==> src/hdl/ctip_pkg.sv <==
`timescale 1ns / 1ps
// ----------------------------------------------------------------------------
// ctip_pkg
// Shared types, widths and codes for the cubic table interpolator.
// ----------------------------------------------------------------------------
package ctip_pkg;

    localparam int DEFAULT_TABLE_DEPTH = 512;

    localparam int DATA_W      = 32;
    localparam int ENTRY_IDX_W = 9;
    localparam int CFG_IDX_W   = 2;
    localparam int QBITS       = 27;
    localparam int PROD_W      = 2 * DATA_W;
    localparam int R_W         = PROD_W - 47;
    localparam int RIDX_W      = R_W + 1;
    localparam int PW          = QBITS + 1;
    localparam int TW          = QBITS + 3;
    localparam int WW          = QBITS + 1;
    localparam int ACC_W       = 62;
    localparam int NTAPS       = 4;

    localparam logic [DATA_W-1:0] SCALE_RESET = 32'd1048576;

    // floor(n / 3) = (n * DIV3_RECIP) >> DIV3_SHIFT for any 32-bit n
    localparam logic [DATA_W-1:0] DIV3_RECIP = 32'hAAAA_AAAB;
    localparam int                DIV3_SHIFT = 33;

    localparam logic [CFG_IDX_W-1:0] CFG_MODE   = 2'd0;
    localparam logic [CFG_IDX_W-1:0] CFG_SCALE  = 2'd1;
    localparam logic [CFG_IDX_W-1:0] CFG_OFFSET = 2'd2;

    typedef enum logic
    {
        OP_WRITE = 1'b0,
        OP_EVAL  = 1'b1
    } op_t;

    typedef enum logic
    {
        MODE_EVEN    = 1'b0,
        MODE_GENERAL = 1'b1
    } mode_t;

    typedef struct packed
    {
        op_t                      op;
        logic [ENTRY_IDX_W-1:0]   entry_index;
        logic signed [DATA_W-1:0] entry_value;
        logic signed [DATA_W-1:0] sample;
    } item_t;

    typedef struct packed
    {
        logic signed [DATA_W-1:0] value;
        logic                     out_of_range;
    } result_t;

    // table access word leaving the address stage
    typedef struct packed
    {
        logic                   valid;
        op_t                    op;
        logic [ENTRY_IDX_W-1:0] wr_index;
        logic [DATA_W-1:0]      wr_value;
    } tbl_ctl_t;

    typedef struct packed
    {
        logic valid;
        logic oor;
    } eval_ctl_t;

endpackage

==> src/hdl/ctip_front.sv <==
`timescale 1ns / 1ps
// ----------------------------------------------------------------------------
// ctip_front
// Input register, offset and magnitude, scale multiply, index and fraction
// split, neighbor address generation with clamping.
// ----------------------------------------------------------------------------
module ctip_front
    import ctip_pkg::*;
#(
    parameter int TABLE_DEPTH = DEFAULT_TABLE_DEPTH,
    localparam int IDX_W = $clog2(TABLE_DEPTH)
)
(
    input  logic                         clk,
    input  logic                         rst_n,
    input  logic                         en,
    input  logic                         item_valid,
    input  item_t                        item,
    input  mode_t                        mode,
    input  logic [DATA_W-1:0]            scale,
    input  logic signed [DATA_W-1:0]     offset,
    output tbl_ctl_t                     ctl,
    output logic [QBITS-1:0]             t,
    output logic                         oor,
    output logic [NTAPS-1:0][IDX_W-1:0]  addr
);

    localparam logic [RIDX_W-1:0] DEPTH_R   = RIDX_W'(TABLE_DEPTH);
    localparam logic [IDX_W-1:0]  LAST_ADDR = IDX_W'(TABLE_DEPTH - 1);

    logic                          s1_valid_reg;
    item_t                         s1_item_reg;
    tbl_ctl_t                      s2_ctl_reg;
    tbl_ctl_t                      s3_ctl_reg;
    tbl_ctl_t                      s4_ctl_reg;
    tbl_ctl_t                      s5_ctl_reg;
    logic [DATA_W:0]               s2_mag_reg;
    logic [PROD_W-1:0]             s3_prod_reg;
    logic                          s3_hi_reg;
    logic [R_W-1:0]                s4_r_reg;
    logic [QBITS-1:0]              s4_t_reg;
    logic [QBITS-1:0]              s5_t_reg;
    logic [NTAPS-1:0][IDX_W-1:0]   s5_addr_reg;
    logic                          s5_oor_reg;

    tbl_ctl_t                      s2_ctl_next;
    logic signed [DATA_W:0]        off_ext;
    logic signed [DATA_W:0]        s_sum;
    logic [DATA_W:0]               mag_next;
    logic [PROD_W-1:0]             prod_next;
    logic [PROD_W-1:0]             c_next;
    logic [RIDX_W-1:0]             r_ext;
    logic [NTAPS-1:0][RIDX_W-1:0]  idx;
    logic [NTAPS-1:0]              over;
    logic [NTAPS-1:0][IDX_W-1:0]   addr_next;

    assign s2_ctl_next = '{valid:    s1_valid_reg,
                           op:       s1_item_reg.op,
                           wr_index: s1_item_reg.entry_index,
                           wr_value: s1_item_reg.entry_value};

    // x, or x + offset in general mode, then |.|
    assign off_ext  = (mode == MODE_GENERAL) ? (DATA_W+1)'(offset) : '0;
    assign s_sum    = (DATA_W+1)'($signed(s1_item_reg.sample)) + off_ext;
    assign mag_next = s_sum[DATA_W] ? (DATA_W+1)'(-s_sum) : (DATA_W+1)'(s_sum);

    // |s| * scale, top magnitude bit folded in on the next stage
    assign prod_next = PROD_W'(s2_mag_reg[DATA_W-1:0]) * PROD_W'(scale);
    assign c_next    = s3_prod_reg + (s3_hi_reg ? {scale, {DATA_W{1'b0}}} : '0);

    always_comb
    begin
        r_ext = RIDX_W'(s4_r_reg);
        if (mode == MODE_GENERAL)
        begin
            idx[0] = r_ext + RIDX_W'(1);
            idx[1] = r_ext + RIDX_W'(2);
            idx[2] = r_ext + RIDX_W'(3);
            idx[3] = r_ext + RIDX_W'(4);
        end
        else
        begin
            // left neighbor of index zero mirrors entry one
            idx[0] = (r_ext == '0) ? RIDX_W'(1) : r_ext - RIDX_W'(1);
            idx[1] = r_ext;
            idx[2] = r_ext + RIDX_W'(1);
            idx[3] = r_ext + RIDX_W'(2);
        end
        for (int k = 0; k < NTAPS; k++)
        begin
            over[k]      = (idx[k] >= DEPTH_R);
            addr_next[k] = over[k] ? LAST_ADDR : idx[k][IDX_W-1:0];
        end
    end

    always_ff @(posedge clk or negedge rst_n)
    begin
        if (!rst_n)
        begin
            s1_valid_reg <= 1'b0;
            s2_ctl_reg   <= '0;
            s3_ctl_reg   <= '0;
            s4_ctl_reg   <= '0;
            s5_ctl_reg   <= '0;
        end
        else if (en)
        begin
            s1_valid_reg <= item_valid;
            s2_ctl_reg   <= s2_ctl_next;
            s3_ctl_reg   <= s2_ctl_reg;
            s4_ctl_reg   <= s3_ctl_reg;
            s5_ctl_reg   <= s4_ctl_reg;
        end
    end

    always_ff @(posedge clk)
    begin
        if (en)
        begin
            s1_item_reg <= item;
            s2_mag_reg  <= mag_next;
            s3_prod_reg <= prod_next;
            s3_hi_reg   <= s2_mag_reg[DATA_W];
            s4_r_reg    <= c_next[PROD_W-1 -: R_W];
            s4_t_reg    <= c_next[PROD_W-R_W-1 -: QBITS];
            s5_t_reg    <= s4_t_reg;
            s5_addr_reg <= addr_next;
            s5_oor_reg  <= |over;
        end
    end

    assign ctl  = s5_ctl_reg;
    assign t    = s5_t_reg;
    assign oor  = s5_oor_reg;
    assign addr = s5_addr_reg;

endmodule

==> config.mk <==
export PLATFORM = sky130hd
export DESIGN_NAME = ctip_front
export DESIGN_NICKNAME = d
export VERILOG_FILES = /design/src/hdl/ctip_pkg.sv /design/src/hdl/ctip_front.sv
export SDC_FILE = /design/constraint.sdc
export NUM_CORES = 2
export LEC_CHECK = 0
export ABC_AREA = 1
export BUFFER_PORTS_ARGS = -buffer_cell sky130_fd_sc_hd__clkbuf_2
export CAP_MARGIN = 20
export CORE_MARGIN = 2
export CORE_UTILIZATION = 55
export DETAILED_ROUTE_END_ITERATION = 6
export GPL_TIMING_DRIVEN = 0
export HOLD_SLACK_MARGIN = 0.15
export PLACE_DENSITY = 0.72
export REMOVE_ABC_BUFFERS = 1
export SLEW_MARGIN = 10
export SYNTH_ARGS = -nofsm -noshare
export SYNTH_HDL_FRONTEND = slang
export SYNTH_SLANG_ARGS = --single-unit
==> constraint.sdc <==
create_clock -name clk -period 8.81 [get_ports clk]
set_clock_uncertainty 0.05 [all_clocks]
set_input_delay 1.3215 -clock clk [delete_from_list [all_inputs] [get_ports clk]]
set_output_delay 1.3215 -clock clk [all_outputs]
set_load 0.02 [all_outputs]
==> results.md <==
* H-tree level count at 2
* Hold Crit Depth at 0
* Root buffer cell: clkbuf_16
* Cell taking the most area after synthesis: fa_1
* Post-Synthesis Cell Area at around 0.057 sq mm
* Die width at ~330 um
* Synth warnings at 0
* Synth Area in XOR/XNOR at between 2 and 2.5%
* DR vias/cell at between 5 and 6
* Worst setup EP type: flop
* # fillers at slightly above 9000
* Starting Density at between 50% and 60%
* Starting DRT DRC Count at between 3000 and 4000
* CTS tree: yes
* Initial antenna violation count at 2
* Max Cap Viol at 0
* Synth Register Bits at approximately 430
* Gr usage total at roughly 28%
* FMAX at about 120 MHz
* Die Area at 0.106 sq mm
* Yosys cell types at 57
* Post-CTS Hold Fix Bufs at 0
* Area grow syn2layout at 7.19%
* Main combinational cell family by area after synthesis: adder cells
* Reg clk slew, reported paths at approximately 0.070 ns
* Top cells by area, synth: fa_1 (32%), edfxtp_1 (14%), inv_1 (13%)
* First-pass GRT wire length at between 200000 and 250000 um
* Failing checks: DRC
* Ratio of cells with drive above 1 in the final layout at under 10%
* Max-slew violations at 0
* Via count at roughly 44000
* Number of flops mapped to enable cells by yosys at 260
* Crit path max fanout at 33
* Num CTS Buffers at 41
* CP Data Required Time at a little over 9 ns
* Outcome: finished, violations left
* Routed Wire Length at about 150000 um
* Compound-gate portion of the synthesized area at 5.24%
* # setup viols final at 0
* Boundary Pins at 250
* Max FFs per register at 74
* Primary FF master, synth: edfxtp_1
* Post-synthesis sequential area ratio at 21.4%
* Wire length per cell at between 15 and 20 um
* Fin nets at 8452
* Vias in the first global route at 45500
* Largest net degree at the start of global routing at 163
* Reg2reg path depth at 25
* Final Hold Viols at 0
* Period utilization at a little over nine tenths
* Mux contribution to synthesized area at less than 1%
* Area fraction of the dominant cell type after synthesis at a little under a third
* Top-count cell post-synth: inv_1
* Core Util, Final at between 50% and 60%
* Count of input and output buffers at ~250
* Clock sink count at around 430
* Postcts setup bufs at 0
* Final GP Congestion at roughly 0.98
* Most frequent cells after synthesis: inv_1 (1944), nand2_1 (1816), fa_1 (897), nor2_1 (361), ha_1 (332)
* Post-Synth Simple-Gate Area at 17.1%
* Area of the core at 0.102 sq mm
* Async SR Flop Fraction at between 30% and 40%
* Post-Synth Adder-Cell Area at 39.0%
* Die Ht at roughly 330 um
* Slew headroom at 24.5%
* Global route overflow at 0
* Worst-Skew Late Latency at around 0.58 ns
* Unrepaired setup endpoints after global routing: false
* Worst slew pin tran at between 1 and 1.5 ns
* Startpoint types: input port
* CTS resizes at 0
* Critical path class: in -> reg
* Longest Clk Path Bufs at 3
* Remaining antenna violation count after routing at 0
* DRC Markers at 17
* Avg Inst Size Synth at a little over 8 sq um
* Gate Count Post-Synth at roughly 7000
* Number of detailed-route iterations in the first pass at 7
* Detailed placer's ending HPWL at about 120000 um
* Diodes inserted at 0
* Arr. time, crit path at a little under 9 ns
* Worst hold path type: reg -> reg
* # rows at around 120
* Final worst path period need at between 8 and 9 ns
[cell usage in the layout, fill, tap and decap left out, types with 37 or more instances in the layout]
cell type | Yosys | layout
nand2_1 | 1816 | 1816
o21ai_0 | 176 | 176
nand3_1 | 125 | 125
ha_1 | 332 | 332
buf_8 | 0 | 39
dfrtp_1 | 173 | 173
nor2_1 | 361 | 361
edfxtp_1 | 260 | 260
nand4_1 | 37 | 37
fa_1 | 897 | 897
inv_1 | 1944 | 1944
a21oi_1 | 241 | 241
clkbuf_16 | 0 | 43
clkbuf_2 | 0 | 241
xor2_1 | 109 | 109
[metrics by stage]
step / area, sq um / hold WS, ns / TNS, ns / setup WS (ns) / std cells
floorplan: 55600 / 0.350 / 0 / 1.55 / 6739
global placement: 58500 / 0.352 / -727.56 / -2.34 / 8356
detailed placement: 59400 / 0.355 / -1.02 / -0.307 / 8405
CTS: 60800 / 0.357 / 0 / 0.284 / 8480
global route: 60800 / 0.375 / 0 / 0.00978 / 8480
finish: 60800 / 0.360 / 0 / 0.282 / 8480
[path summary, 6_finish.rpt]
kind	start	to	slack, ns
min in group asynchronous	rst_n	s4_ctl_reg[6]	0.71
max in group asynchronous	rst_n	s3_ctl_reg[38]	7.16
min reg2reg	s4_t_reg[18]	t[18]	0.36
min	s4_t_reg[18]	t[18]	0.36
max	scale[13]	s3_prod_reg[62]	0.28
max reg2reg	s2_mag_reg[30]	s3_prod_reg[62]	0.71
[worst max-delay path: stages]
cell and delay (ns):
clkbuf_2 0.75, nand2_1 0.17, fa_1 0.53, inv_1 0.05, fa_1 0.51, inv_1 0.07
fa_1 0.53, inv_1 0.05, fa_1 0.48, fa_1 0.57, fa_1 0.42, fa_1 0.53
inv_1 0.06, fa_1 0.48, inv_1 0.04, ha_1 0.37, a21o_1 0.22, a31oi_1 0.19
o21ai_0 0.31, a21oi_1 0.34, nor2_1 0.08, nor4_1 0.40, nand2_1 0.10, nand2_1 0.08
nand2_1 0.08
[metal layers]
layer	routed length (um)	up-vias	global-route usage [%]
li1	-	20500	-
met1	61500	21500	38.5
met2	69700	1431	47.5
met3	9900	240	4.32
met4	4320	2	8.00
met5	17	-	0
[area by class of cell]
| cell class | count | area [sq um] | area share (%) |
|---|---|---|---|
| flip-flops and latches | 433 | 12100 | 20.0 |
| clock inverters | 27 | 303 | 0.498 |
| repair buffers | 298 | 2130 | 3.50 |
| well taps | 1368 | 1710 | 2.82 |
| inverters | 1962 | 7370 | 12.1 |
| clock buffers | 48 | 1090 | 1.80 |
| multi-input cells | 4344 | 36100 | 59.3 |
[cell families after synthesis]
family                     count (synthesis)
muxes                                      1
adders and majority gates               1229
and+or+nand+nor                         2437
buffers and inverters                   2254
xor gates and xnor gates                 141
DFF                                      433
AOI/OAI and AO/OA                        536
Power is left out: the tool's default activity adds up to more than one toggle a clock period on the data nets, which glitch-free logic cannot reach.
